File: src/rtl/spcd_pkg.sv
`timescale 1ns / 1ps
`default_nettype none
package spcd_pkg;

    // Operand widths of the shared serial divider.
    localparam int DIVIDEND_W = 40;
    localparam int DIVISOR_W  = 17;
    localparam int DIV_CNT_W  = 6;

    // Field and register widths.
    localparam int CAPTURE_W = 16;
    localparam int PERIOD_W  = 17;
    localparam int FACTOR_W  = 24;
    localparam int BASE_W    = 20;
    localparam int STEP_W    = 16;
    localparam int LASTDIV_W = 6;
    localparam int CODE_W    = 8;
    localparam int SCALED_W  = 31;
    localparam int CENTER_W  = 23;
    localparam int CFG_IDX_W = 4;
    localparam int CFG_DATA_W = 24;

    // Arithmetic constants.
    localparam logic [FACTOR_W-1:0]   FACTOR_NUM    = 24'd10000000;
    localparam logic [FACTOR_W-1:0]   FACTOR_SAT    = 24'hFFFFFF;
    localparam logic [DIVISOR_W-1:0]  SCALE_DIV     = 17'd1000;
    localparam logic [DIVISOR_W-1:0]  FILTER_DIV    = 17'd10;

    // Configuration register indexes.
    localparam logic [CFG_IDX_W-1:0] REG_BASE_CENTER    = 4'd0;
    localparam logic [CFG_IDX_W-1:0] REG_DIVISION_STEP  = 4'd1;
    localparam logic [CFG_IDX_W-1:0] REG_LAST_DIVISION  = 4'd2;
    localparam logic [CFG_IDX_W-1:0] REG_UNDEFINED_CODE = 4'd3;
    localparam logic [CFG_IDX_W-1:0] REG_FACTOR_MIN     = 4'd4;
    localparam logic [CFG_IDX_W-1:0] REG_FACTOR_MAX     = 4'd5;
    localparam logic [CFG_IDX_W-1:0] REG_PULSE_MIN      = 4'd6;
    localparam logic [CFG_IDX_W-1:0] REG_PULSE_MAX      = 4'd7;

    // Sequencer states.
    typedef enum logic [3:0] {
        S_IDLE,
        S_FILT_DIV,
        S_COUNT,
        S_FACT_DIV,
        S_CHECK,
        S_MUL,
        S_SCALE_DIV,
        S_MATCH,
        S_CONFIRM,
        S_OUT
    } t_state;

endpackage
`default_nettype wire

File: src/rtl/spcd_divider.sv
`timescale 1ns / 1ps
`default_nettype none
module spcd_divider (
    input  wire logic                              i_clk,
    input  wire logic                              i_rst_n,
    input  wire logic                              i_start,
    input  wire logic [spcd_pkg::DIVIDEND_W-1:0]   i_dividend,
    input  wire logic [spcd_pkg::DIVISOR_W-1:0]    i_divisor,
    output logic                                   o_done,
    output logic [spcd_pkg::DIVIDEND_W-1:0]        o_quotient
);
    import spcd_pkg::*;

    logic [DIVISOR_W:0]    r_rem;
    logic [DIVIDEND_W-1:0] r_quo;
    logic [DIVISOR_W-1:0]  r_div;
    logic [DIV_CNT_W-1:0]  r_cnt;
    logic                  r_busy;
    logic                  r_done;
    logic [DIVISOR_W:0]    w_trial;
    logic                  w_fits;

    // One quotient bit per cycle: shift in the next dividend bit and subtract if it fits.
    assign w_trial = {r_rem[DIVISOR_W-1:0], r_quo[DIVIDEND_W-1]};
    assign w_fits  = (w_trial >= {1'b0, r_div});

    always_ff @(posedge i_clk) begin
        if (!i_rst_n) begin
            r_busy <= 1'b0;
            r_done <= 1'b0;
        end else begin
            r_done <= 1'b0;
            if (i_start) begin
                r_busy <= 1'b1;
            end else if (r_busy && r_cnt == '0) begin
                r_busy <= 1'b0;
                r_done <= 1'b1;
            end
        end
    end

    always_ff @(posedge i_clk) begin
        if (i_start) begin
            r_rem <= '0;
            r_quo <= i_dividend;
            r_div <= i_divisor;
            r_cnt <= DIV_CNT_W'(DIVIDEND_W - 1);
        end else if (r_busy) begin
            r_rem <= w_fits ? (w_trial - {1'b0, r_div}) : w_trial;
            r_quo <= {r_quo[DIVIDEND_W-2:0], w_fits};
            r_cnt <= r_cnt - 1'b1;
        end
    end

    assign o_done     = r_done;
    assign o_quotient = r_quo;

endmodule
`default_nettype wire

File: src/rtl/spcd_matcher.sv
`timescale 1ns / 1ps
`default_nettype none
module spcd_matcher #(
    parameter int MATCH_TOLERANCE = 10
) (
    input  wire logic                            i_clk,
    input  wire logic                            i_rst_n,
    input  wire logic                            i_start,
    input  wire logic [spcd_pkg::SCALED_W-1:0]   i_scaled,
    input  wire logic [spcd_pkg::BASE_W-1:0]     i_base,
    input  wire logic [spcd_pkg::STEP_W-1:0]     i_step,
    input  wire logic [spcd_pkg::LASTDIV_W-1:0]  i_last,
    input  wire logic [spcd_pkg::CODE_W-1:0]     i_undef,
    output logic                                 o_done,
    output logic [spcd_pkg::CODE_W-1:0]          o_code
);
    import spcd_pkg::*;

    localparam int CMP_W = SCALED_W + 2;

    logic [SCALED_W-1:0]  r_v;
    logic [CENTER_W-1:0]  r_center;
    logic [LASTDIV_W-1:0] r_idx;
    logic                 r_busy;
    logic                 r_done;
    logic [CODE_W-1:0]    r_code;
    logic [CMP_W-1:0]     w_v_hi;
    logic [CMP_W-1:0]     w_c_hi;
    logic                 w_hit;

    // Window test for the current division center, one center per cycle.
    assign w_v_hi = CMP_W'(r_v) + CMP_W'(MATCH_TOLERANCE);
    assign w_c_hi = CMP_W'(r_center) + CMP_W'(MATCH_TOLERANCE);
    assign w_hit  = (w_v_hi > CMP_W'(r_center)) && (CMP_W'(r_v) < w_c_hi);

    always_ff @(posedge i_clk) begin
        if (!i_rst_n) begin
            r_busy <= 1'b0;
            r_done <= 1'b0;
        end else begin
            r_done <= 1'b0;
            if (i_start) begin
                r_busy <= 1'b1;
            end else if (r_busy && (w_hit || r_idx == i_last)) begin
                r_busy <= 1'b0;
                r_done <= 1'b1;
            end
        end
    end

    always_ff @(posedge i_clk) begin
        if (i_start) begin
            r_v      <= i_scaled;
            r_center <= CENTER_W'(i_base);
            r_idx    <= '0;
        end else if (r_busy) begin
            if (w_hit) begin
                r_code <= CODE_W'(r_idx);
            end else if (r_idx == i_last) begin
                r_code <= i_undef;
            end else begin
                r_idx    <= r_idx + 1'b1;
                r_center <= r_center + CENTER_W'(i_step);
            end
        end
    end

    assign o_done = r_done;
    assign o_code = r_code;

endmodule
`default_nettype wire

File: src/rtl/servo_pulse_command_decoder_core.sv
`timescale 1ns / 1ps
`default_nettype none
// Channel  | Direction | Handshake              | Payload
// ---------+-----------+------------------------+-----------------------------------
// s        | in        | i_s_tvalid/o_s_tready  | tdata[15:0] capture_value
// m        | out       | o_m_tvalid/i_m_tready  | tdata[0] new_command, [8:1] command,
//          |           |                        | [9] calibrated, [15:10] zero
// cfg      | in        | i_cfg_valid/o_cfg_ready| i_cfg_index, i_cfg_data[23:0]
//
// One capture is worked at a time. A calibration capture passes S_COUNT and S_OUT, after
// S_FILT_DIV when the filter update runs on the serial divider; the capture that closes a
// calibration round adds S_FACT_DIV (factor division) and S_CHECK, or S_CHECK alone when
// the filter is zero. A run-phase capture outside the pulse limits passes S_MUL and S_OUT;
// one inside them adds S_SCALE_DIV (40-bit serial division by 1000), S_MATCH (one division
// center per cycle, up to 64) and S_CONFIRM. Reset is synchronous, active low. A new
// capture is taken as soon as the sequencer is idle, even while a result waits on a stalled
// output; the next result then holds the sequencer until the output register frees.
module servo_pulse_command_decoder_core #(
    parameter int CALIB_EVENTS    = 100,
    parameter int MATCH_TOLERANCE = 10,
    parameter int CONFIRM_NEEDED  = 5
) (
    input  wire logic                              i_clk,
    input  wire logic                              i_rst_n,
    input  wire logic                              i_s_tvalid,
    output logic                                   o_s_tready,
    input  wire logic [15:0]                       i_s_tdata,   // [15:0] capture_value
    output logic                                   o_m_tvalid,
    input  wire logic                              i_m_tready,
    output logic [15:0]                            o_m_tdata,   // new_command, command, calibrated
    input  wire logic                              i_cfg_valid,
    output logic                                   o_cfg_ready,
    input  wire logic [spcd_pkg::CFG_IDX_W-1:0]    i_cfg_index,
    input  wire logic [spcd_pkg::CFG_DATA_W-1:0]   i_cfg_data
);
    import spcd_pkg::*;

    // Configuration registers.
    logic [BASE_W-1:0]    r_base_center;
    logic [STEP_W-1:0]    r_division_step;
    logic [LASTDIV_W-1:0] r_last_division;
    logic [CODE_W-1:0]    r_undefined_code;
    logic [FACTOR_W-1:0]  r_factor_min;
    logic [FACTOR_W-1:0]  r_factor_max;
    logic [CAPTURE_W-1:0] r_pulse_min;
    logic [CAPTURE_W-1:0] r_pulse_max;

    // Decoder state.
    t_state               r_state, n_state;
    logic [6:0]           r_event_counter;
    logic [CAPTURE_W-1:0] r_first_half;
    logic [PERIOD_W-1:0]  r_period_filter;
    logic                 r_filter_seeded;
    logic                 r_calib_done;
    logic [FACTOR_W-1:0]  r_scale_factor;
    logic [CODE_W-1:0]    r_last_emitted;
    logic [CODE_W-1:0]    r_candidate;
    logic [2:0]           r_confirm_count;
    logic                 r_waiting_change;
    logic [CAPTURE_W-1:0] r_cap;
    logic                 r_emit;
    logic [CODE_W-1:0]    r_code;

    // Output register.
    logic                 r_m_valid;
    logic [15:0]          r_m_data;

    logic                  w_accept;
    logic                  w_cap_in_range;
    logic [PERIOD_W-1:0]   w_period;
    logic [DIVIDEND_W-1:0] w_prod;
    logic [6:0]            w_event_next;
    logic                  w_round_end;
    logic                  w_out_free;
    logic                  div_start;
    logic [DIVIDEND_W-1:0] div_dividend;
    logic [DIVISOR_W-1:0]  div_divisor;
    logic                  div_done;
    logic [DIVIDEND_W-1:0] div_quotient;
    logic                  mat_start;
    logic                  mat_done;
    logic [CODE_W-1:0]     mat_code;

    assign o_s_tready  = (r_state == S_IDLE);
    assign o_cfg_ready = 1'b1;
    assign w_accept    = i_s_tvalid && o_s_tready;
    assign w_cap_in_range = (r_cap > r_pulse_min) && (r_cap < r_pulse_max);
    assign w_period    = PERIOD_W'(i_s_tdata) + PERIOD_W'(r_first_half);
    assign w_prod      = DIVIDEND_W'(r_cap) * DIVIDEND_W'(r_scale_factor);
    assign w_event_next = r_event_counter + 1'b1;
    assign w_round_end = (w_event_next == 7'(CALIB_EVENTS));
    assign w_out_free  = !r_m_valid || i_m_tready;

    // Shared serial divider and division search.
    spcd_divider u_div (
        .i_clk      (i_clk),
        .i_rst_n    (i_rst_n),
        .i_start    (div_start),
        .i_dividend (div_dividend),
        .i_divisor  (div_divisor),
        .o_done     (div_done),
        .o_quotient (div_quotient)
    );

    spcd_matcher #(
        .MATCH_TOLERANCE (MATCH_TOLERANCE)
    ) u_match (
        .i_clk    (i_clk),
        .i_rst_n  (i_rst_n),
        .i_start  (mat_start),
        .i_scaled (div_quotient[SCALED_W-1:0]),
        .i_base   (r_base_center),
        .i_step   (r_division_step),
        .i_last   (r_last_division),
        .i_undef  (r_undefined_code),
        .o_done   (mat_done),
        .o_code   (mat_code)
    );

    // Next state of the sequencer.
    always_comb begin
        n_state = r_state;
        unique case (r_state)
            S_IDLE: begin
                if (w_accept) begin
                    if (r_calib_done) begin
                        n_state = S_MUL;
                    end else if (r_event_counter[0] && r_filter_seeded) begin
                        n_state = S_FILT_DIV;
                    end else begin
                        n_state = S_COUNT;
                    end
                end
            end
            S_FILT_DIV:  if (div_done) n_state = S_COUNT;
            S_COUNT: begin
                if (!w_round_end) begin
                    n_state = S_OUT;
                end else if (r_period_filter == '0) begin
                    n_state = S_CHECK;
                end else begin
                    n_state = S_FACT_DIV;
                end
            end
            S_FACT_DIV:  if (div_done) n_state = S_CHECK;
            S_CHECK:     n_state = S_OUT;
            S_MUL:       n_state = w_cap_in_range ? S_SCALE_DIV : S_OUT;
            S_SCALE_DIV: if (div_done) n_state = S_MATCH;
            S_MATCH:     if (mat_done) n_state = S_CONFIRM;
            S_CONFIRM:   n_state = S_OUT;
            S_OUT:       if (w_out_free) n_state = S_IDLE;
            default:     n_state = S_IDLE;
        endcase
    end

    // Unit starts and divider operands.
    always_comb begin
        div_start    = 1'b0;
        div_dividend = DIVIDEND_W'(r_period_filter) * DIVIDEND_W'(9) + DIVIDEND_W'(w_period);
        div_divisor  = FILTER_DIV;
        mat_start    = 1'b0;
        unique case (r_state)
            S_IDLE: begin
                div_start = w_accept && !r_calib_done && r_event_counter[0] && r_filter_seeded;
            end
            S_COUNT: begin
                div_start    = w_round_end && (r_period_filter != '0);
                div_dividend = DIVIDEND_W'(FACTOR_NUM);
                div_divisor  = r_period_filter;
            end
            S_MUL: begin
                div_start    = w_cap_in_range;
                div_dividend = w_prod;
                div_divisor  = SCALE_DIV;
            end
            S_SCALE_DIV: begin
                mat_start = div_done;
            end
            default: begin
                div_start = 1'b0;
            end
        endcase
    end

    always_ff @(posedge i_clk) begin
        if (!i_rst_n) begin
            r_state <= S_IDLE;
        end else begin
            r_state <= n_state;
        end
    end

    // Configuration writes.
    always_ff @(posedge i_clk) begin
        if (!i_rst_n) begin
            r_base_center    <= 20'd300;
            r_division_step  <= 16'd50;
            r_last_division  <= 6'd10;
            r_undefined_code <= 8'd255;
            r_factor_min     <= 24'd400;
            r_factor_max     <= 24'd600;
            r_pulse_min      <= 16'd100;
            r_pulse_max      <= 16'd4000;
        end else if (i_cfg_valid && o_cfg_ready) begin
            unique case (i_cfg_index)
                REG_BASE_CENTER:    r_base_center    <= i_cfg_data[BASE_W-1:0];
                REG_DIVISION_STEP:  r_division_step  <= i_cfg_data[STEP_W-1:0];
                REG_LAST_DIVISION:  r_last_division  <= i_cfg_data[LASTDIV_W-1:0];
                REG_UNDEFINED_CODE: r_undefined_code <= i_cfg_data[CODE_W-1:0];
                REG_FACTOR_MIN:     r_factor_min     <= i_cfg_data[FACTOR_W-1:0];
                REG_FACTOR_MAX:     r_factor_max     <= i_cfg_data[FACTOR_W-1:0];
                REG_PULSE_MIN:      r_pulse_min      <= i_cfg_data[CAPTURE_W-1:0];
                REG_PULSE_MAX:      r_pulse_max      <= i_cfg_data[CAPTURE_W-1:0];
                default: ;
            endcase
        end
    end

    // Calibration and confirmation state.
    always_ff @(posedge i_clk) begin
        if (!i_rst_n) begin
            r_event_counter  <= '0;
            r_first_half     <= '0;
            r_period_filter  <= '0;
            r_filter_seeded  <= 1'b0;
            r_calib_done     <= 1'b0;
            r_scale_factor   <= '0;
            r_last_emitted   <= 8'd255;
            r_candidate      <= '0;
            r_confirm_count  <= '0;
            r_waiting_change <= 1'b1;
            r_emit           <= 1'b0;
            r_code           <= '0;
        end else begin
            case (r_state)
                S_IDLE: begin
                    if (w_accept) begin
                        r_emit <= 1'b0;
                        r_code <= '0;
                        if (!r_calib_done) begin
                            if (!r_event_counter[0]) begin
                                r_first_half <= i_s_tdata;
                            end else if (!r_filter_seeded) begin
                                // A seeded filter of value p smooths to p itself.
                                r_period_filter <= w_period;
                                r_filter_seeded <= 1'b1;
                            end
                        end
                    end
                end
                S_FILT_DIV: begin
                    if (div_done) r_period_filter <= div_quotient[PERIOD_W-1:0];
                end
                S_COUNT: begin
                    r_event_counter <= w_round_end ? 7'd0 : w_event_next;
                    if (w_round_end && r_period_filter == '0) r_scale_factor <= FACTOR_SAT;
                end
                S_FACT_DIV: begin
                    if (div_done) r_scale_factor <= div_quotient[FACTOR_W-1:0];
                end
                S_CHECK: begin
                    if (r_scale_factor > r_factor_min && r_scale_factor < r_factor_max) begin
                        r_calib_done <= 1'b1;
                    end
                end
                S_CONFIRM: begin
                    if (r_waiting_change) begin
                        if (mat_code != r_last_emitted) begin
                            r_waiting_change <= 1'b0;
                            r_candidate      <= mat_code;
                        end
                    end else if (mat_code == r_candidate) begin
                        if (r_confirm_count >= 3'(CONFIRM_NEEDED)) begin
                            r_confirm_count  <= '0;
                            r_last_emitted   <= mat_code;
                            r_waiting_change <= 1'b1;
                            r_emit           <= 1'b1;
                            r_code           <= mat_code;
                        end else begin
                            r_confirm_count <= r_confirm_count + 1'b1;
                        end
                    end else begin
                        r_confirm_count  <= '0;
                        r_waiting_change <= 1'b1;
                    end
                end
                default: ;
            endcase
        end
    end

    // Capture register; the scaling product is formed from it in S_MUL.
    always_ff @(posedge i_clk) begin
        if (w_accept) r_cap <= i_s_tdata;
    end

    // Output register; it loads when empty or when its transaction completes.
    always_ff @(posedge i_clk) begin
        if (!i_rst_n) begin
            r_m_valid <= 1'b0;
        end else if (r_state == S_OUT && w_out_free) begin
            r_m_valid <= 1'b1;
        end else if (i_m_tready) begin
            r_m_valid <= 1'b0;
        end
    end

    always_ff @(posedge i_clk) begin
        if (r_state == S_OUT && w_out_free) begin
            r_m_data <= {6'd0, r_calib_done, r_code, r_emit};
        end
    end

    assign o_m_tvalid = r_m_valid;
    assign o_m_tdata  = r_m_data;

    // Calibration never reverts once finished.
    a_calib_sticky: assert property (@(posedge i_clk) disable iff (!i_rst_n)
        r_calib_done |=> r_calib_done)
        else $error("calibration flag fell");

    // An emitted command is only reported as calibrated.
    a_emit_calibrated: assert property (@(posedge i_clk) disable iff (!i_rst_n)
        (o_m_tvalid && o_m_tdata[0]) |-> o_m_tdata[9])
        else $error("command emitted before calibration");

    // Confirmation count stays within its limit.
    a_confirm_bound: assert property (@(posedge i_clk) disable iff (!i_rst_n)
        r_confirm_count <= 3'(CONFIRM_NEEDED))
        else $error("confirmation count overran");

    // The divider start pulse is never asserted back to back.
    a_div_single: assert property (@(posedge i_clk) disable iff (!i_rst_n)
        div_start |=> !div_start)
        else $error("divider started twice");

endmodule
`default_nettype wire
File: config.mk
export PLATFORM = sky130hd
export DESIGN_NAME = servo_pulse_command_decoder_core
export DESIGN_NICKNAME = d
export VERILOG_FILES = /design/src/rtl/spcd_pkg.sv /design/src/rtl/spcd_divider.sv /design/src/rtl/spcd_matcher.sv /design/src/rtl/servo_pulse_command_decoder_core.sv
export SDC_FILE = /design/constraint.sdc
export NUM_CORES = 2
export LEC_CHECK = 0
export BUFFER_PORTS_ARGS = -buffer_cell sky130_fd_sc_hd__buf_2
export CORE_ASPECT_RATIO = 1.5
export CORE_MARGIN = 2
export CORE_UTILIZATION = 35
export DETAILED_ROUTE_END_ITERATION = 7
export GPL_ROUTABILITY_DRIVEN = 0
export HOLD_SLACK_MARGIN = 0.12
export SLEW_MARGIN = 20
export SYNTH_ARGS = -nofsm -noshare
export SYNTH_HDL_FRONTEND = slang
export SYNTH_HIERARCHICAL = 1
export SYNTH_SLANG_ARGS = --single-unit
export TNS_END_PERCENT = 20
File: constraint.sdc
create_clock -name i_clk -period 16 [get_ports i_clk]
set_input_delay 3.2 -clock i_clk [delete_from_list [all_inputs] [get_ports i_clk]]
set_output_delay 3.2 -clock i_clk [all_outputs]
set_load 0.02 [all_outputs]
==> flow_summary.json <==
{
  "run_status": "complete, no violations",
  "final_wl_mm": 104.8,
  "dp_hpwl_mm": 77.24,
  "peakVddDrop_mv": 0.07704,
  "core_um2": 103800,
  "ant_nets": 0,
  "worst-slew-pin-transition_ns": 1.125,
  "comb_power_share": 0.307,
  "timing.max_cap.violations": 0,
  "synth-async-reset-ratio": 0,
  "mapped_cell_area_um2": 36490,
  "floorplan.initialDensity": 0.3516,
  "finalCritPeriodShare": 0.4684,
  "clock_tree.buffer_depth": 3,
  "layout_min_cycle_time_ns": 7.495,
  "antenna_found_initial": 4,
  "grt_max_degree": 105,
  "hold_path.startpoint": "r_code[4]",
  "floorplan.die.height_um": 399.4,
  "die_w_um": 267.6,
  "postSynthRegisterBits": 408,
  "startpoint_type": "input pin",
  "row_count": 145,
  "powerDensity_nw_per_um2": 82.57,
  "synth_sequential_area_ratio": 0.2628,
  "syn_avg_cell_area_um2": 8.895,
  "part_of_the_total_power_dissipated_in_the_clock_network": 0.319,
  "grt.total_usage": 0.1997,
  "drt_pass1_iterations": 6,
  "cts-root-buf": "clkbuf_16",
  "swShare": 0.3640,
  "grt_pass1_vias": 29620,
  "power.static_leakage_nw": 17.77,
  "worst_slack_ns": 8.505,
  "postCtsHoldBufs": 0,
  "tritoncts.num_buffers": 42,
  "buffer_ports.inserted": 60,
  "timing.critical_path.to_type": "register",
  "r2r_setup_slack_ns": 8.73,
  "rr_worst_depth": 21,
  "synthCells": 4102,
  "ctsResizeCount": 0,
  "clock_insertion_delay_worst_skew_ns": 0.58,
  "filler_cell_count": 10580,
  "detailroute.wirelength.met2_mm": 54.29,
  "grt_pass1_wl_mm": 167.3,
  "ctsHtreeMaxLevel": 2,
  "rsz0062_at_grt": "false",
  "power.sequential.fraction": 0.373,
  "hp-class": "reg -> reg",
  "tritoncts_clock_tree": "done",
  "routed_via_density": 5.239,
  "p_sw_mw": 1.195,
  "routed-wl-met3_mm": 4.003,
  "dr.max_layer_used": "met5",
  "synth-edff-count": 142,
  "drive_above_1_share": 0.07011,
  "synthesis.yosys.warnings": 6,
  "post_cts.repair.setup_buffers": 0,
  "fin_cells": 5519,
  "finalNetCount": 4789,
  "synthDistinctLibCells": 95,
  "criticalPathCategory": "in -> reg",
  "finalHoldViolCount": 0,
  "fmax_mhz": 133.4,
  "final_setup_violations": 0,
  "arrival_ns": 7.82,
  "worstPathRequired_ns": 16.32,
  "slew_hr": 0.2493,
  "pin_count": 68,
  "slew_violations": 0,
  "worst_hold_path.num_cells": 0,
  "clk_pin_slew_worst_paths_ns": 0.06,
  "areaGrowthSynthToFinish_pct": 9.019,
  "gr-total-overflow": 0,
  "dp.cells": 5440,
  "ys_dominant_reg_cell": "dfxtp_1",
  "fin_tns_setup_ns": 0,
  "dr_total_vias": 28920,
  "numClockSinks": 408,
  "worst_min_delay_path_endpoint": "o_m_tdata[5]",
  "met1Wirelength_mm": 41.80,
  "regToRegEndpoint": "u_div/o_quotient[39]",
  "worst-path-max-fanout": 5,
  "die_area_um2": 106900,
  "finalClockSkew_ns": 0.02577,
  "r2r_start": "r_scale_factor[9]",
  "drc": 0,
  "cell_internal_pwr_mw": 2.089,
  "post-place-ws_ns": 7.899,
  "avgRoutedWirePerCell_um": 18.99,
  "detailed_router_s_first_iteration_violation_count": 1691
}
[cell type report]
cell class	count	area, um^2	share of cell area
Clock inverter	25	304.0	0.007643
Clock buffer	53	1134	0.02850
Tap cell	1396	1747	0.04391
Multi-Input combinational cell	2987	24260	0.6098
Sequential cell	408	9589	0.2411
Timing Repair Buffer	121	764.5	0.01922
Antenna cell	1	2.502	0.00006291
Inverter	528	1982	0.04982
[critical path, stage by stage]
cell and delay [ns]:
buf_2 0.12, ha_1 0.27, fa_1 0.42, a21o_1 0.17, a21oi_1 0.19, nand2b_1 0.17
a21oi_1 0.13, o21ai_0 0.25, xnor2_1 0.20, fa_1 0.47, ha_1 0.38, nand2_1 0.08
or4b_4 0.53, a41oi_2 0.18, nor2_1 0.10, o31a_1 0.29, o21ai_2 0.18, xnor2_1 0.14
o22ai_1 0.09, mux2_2 0.28
[registers in the layout, summed over array words and instances (netlist names), 10 cells and up]
signal            count
u_div/o_quotient     40
u_match/r_v          31
r_factor_max         24
r_factor_min         24
r_scale_factor       24
u_match/r_center     23
r_base_center        20
r_period_filter      17
u_div/r_div          17
u_div/r_rem          17
r_cap                16
r_division_step      16
r_first_half         16
r_pulse_max          16
r_pulse_min          16
o_m_tdata            10
[worst max path at each step]
stage                  from                   end  slack, ns
2_1_floorplan  i_s_tdata[0]  u_div/o_quotient[18]       8.50
3_3_place_gp   i_s_tdata[1]  u_div/o_quotient[20]       7.91
3_5_place_dp   i_s_tdata[1]  u_div/o_quotient[20]       7.90
4_1_cts        i_s_tdata[1]  u_div/o_quotient[20]       8.49
5_1_grt        i_s_tdata[1]  u_div/o_quotient[20]       8.12
6_report       i_s_tdata[0]  u_div/o_quotient[18]       8.51
[placed cells by master (no fill, tap or decap), types with 61 or more instances in the layout]
cell      instances
nand2_1         723
inv_1           526
ha_1            329
fa_1            323
dfxtp_1         266
and2_1          169
nor2_1          157
edfxtp_1        142
a21oi_1         126
a21boi_0        126
o21ai_0         118
xnor2_1          93
nand3_1          88
xor2_1           61
buf_4            61
[cells by family (layout without fill, tap and decap cells)]
logic type,after synthesis,count (layout),share of synthesized area
AO/OA/AOI/OAI,695,695,0.1334
other,2,8,0.0002058
multiplexers,77,77,0.02273
buffers and inverters,712,727,0.07479
XOR/XNOR,154,154,0.03697
adder cells (fa/ha/maj),652,652,0.2900
AND/OR/NAND/NOR,1402,1402,0.1790
flip-flops,408,408,0.2628
[power groups by stage]
stage / sequential, mW / combinational (mW) / clock (mW)
after floorplan: 1.22 / 0.695 / 0
after global placement: 1.25 / 0.992 / 0
after detailed placement: 1.25 / 1.00 / 0
after CTS: 1.23 / 1.01 / 1.08
after global routing: 1.24 / 1.11 / 1.11
final: 1.23 / 1.01 / 1.05
[metrics by stage]
step	utilization	hold WS (ns)	power (mW)	area (um^2)
after floorplan	-	0.4081	1.915	36510
after detailed placement	0.3694	0.4183	2.250	38340
after global routing	0.3833	0.4416	3.459	39780
final	0.3833	0.4313	3.285	39780
after global placement	0.3694	0.4115	2.240	38340
after CTS	0.3833	0.4337	3.308	39780
[cell usage after synthesis, types with 11 or more instances]
| master | n | area share |
|---|---|---|
| dfxtp_1 | 266 | 0.15 |
| o21ai_0 | 119 | 0.016 |
| nand2_1 | 723 | 0.074 |
| fa_1 | 323 | 0.18 |
| mux2i_1 | 33 | 0.0091 |
| nor2_1 | 157 | 0.016 |
| and2_1 | 169 | 0.029 |
| edfxtp_1 | 142 | 0.12 |
| a21oi_1 | 126 | 0.017 |
| a211oi_1 | 26 | 0.0053 |
| a31oi_1 | 21 | 0.0036 |
| and3_1 | 26 | 0.0045 |
| ha_1 | 329 | 0.11 |
| nor3_1 | 47 | 0.0064 |
| xnor2_1 | 93 | 0.022 |
| nand2b_1 | 29 | 0.0050 |
| nand3_1 | 88 | 0.012 |
| nor2b_1 | 33 | 0.0057 |
| a21boi_0 | 126 | 0.026 |
| o22ai_1 | 11 | 0.0019 |
| o31ai_1 | 15 | 0.0031 |
| inv_1 | 527 | 0.054 |
| clkbuf_1 | 160 | 0.016 |
| xor2_1 | 61 | 0.015 |
| o211a_1 | 33 | 0.0091 |
| nor4_1 | 19 | 0.0033 |
| o211ai_1 | 36 | 0.0074 |
| or3_1 | 14 | 0.0024 |
| a21o_1 | 59 | 0.012 |
| o21a_1 | 23 | 0.0047 |
| nand4_1 | 46 | 0.0079 |
| mux2_2 | 43 | 0.013 |
[routing by layer]
metal	track usage	vias up
met5	0	-
met4	0.08569	4
met3	0.01754	236
met2	0.3682	668
met1	0.2346	14410
li1	-	13590
Note: power is estimated with default switching activity, not from simulation.
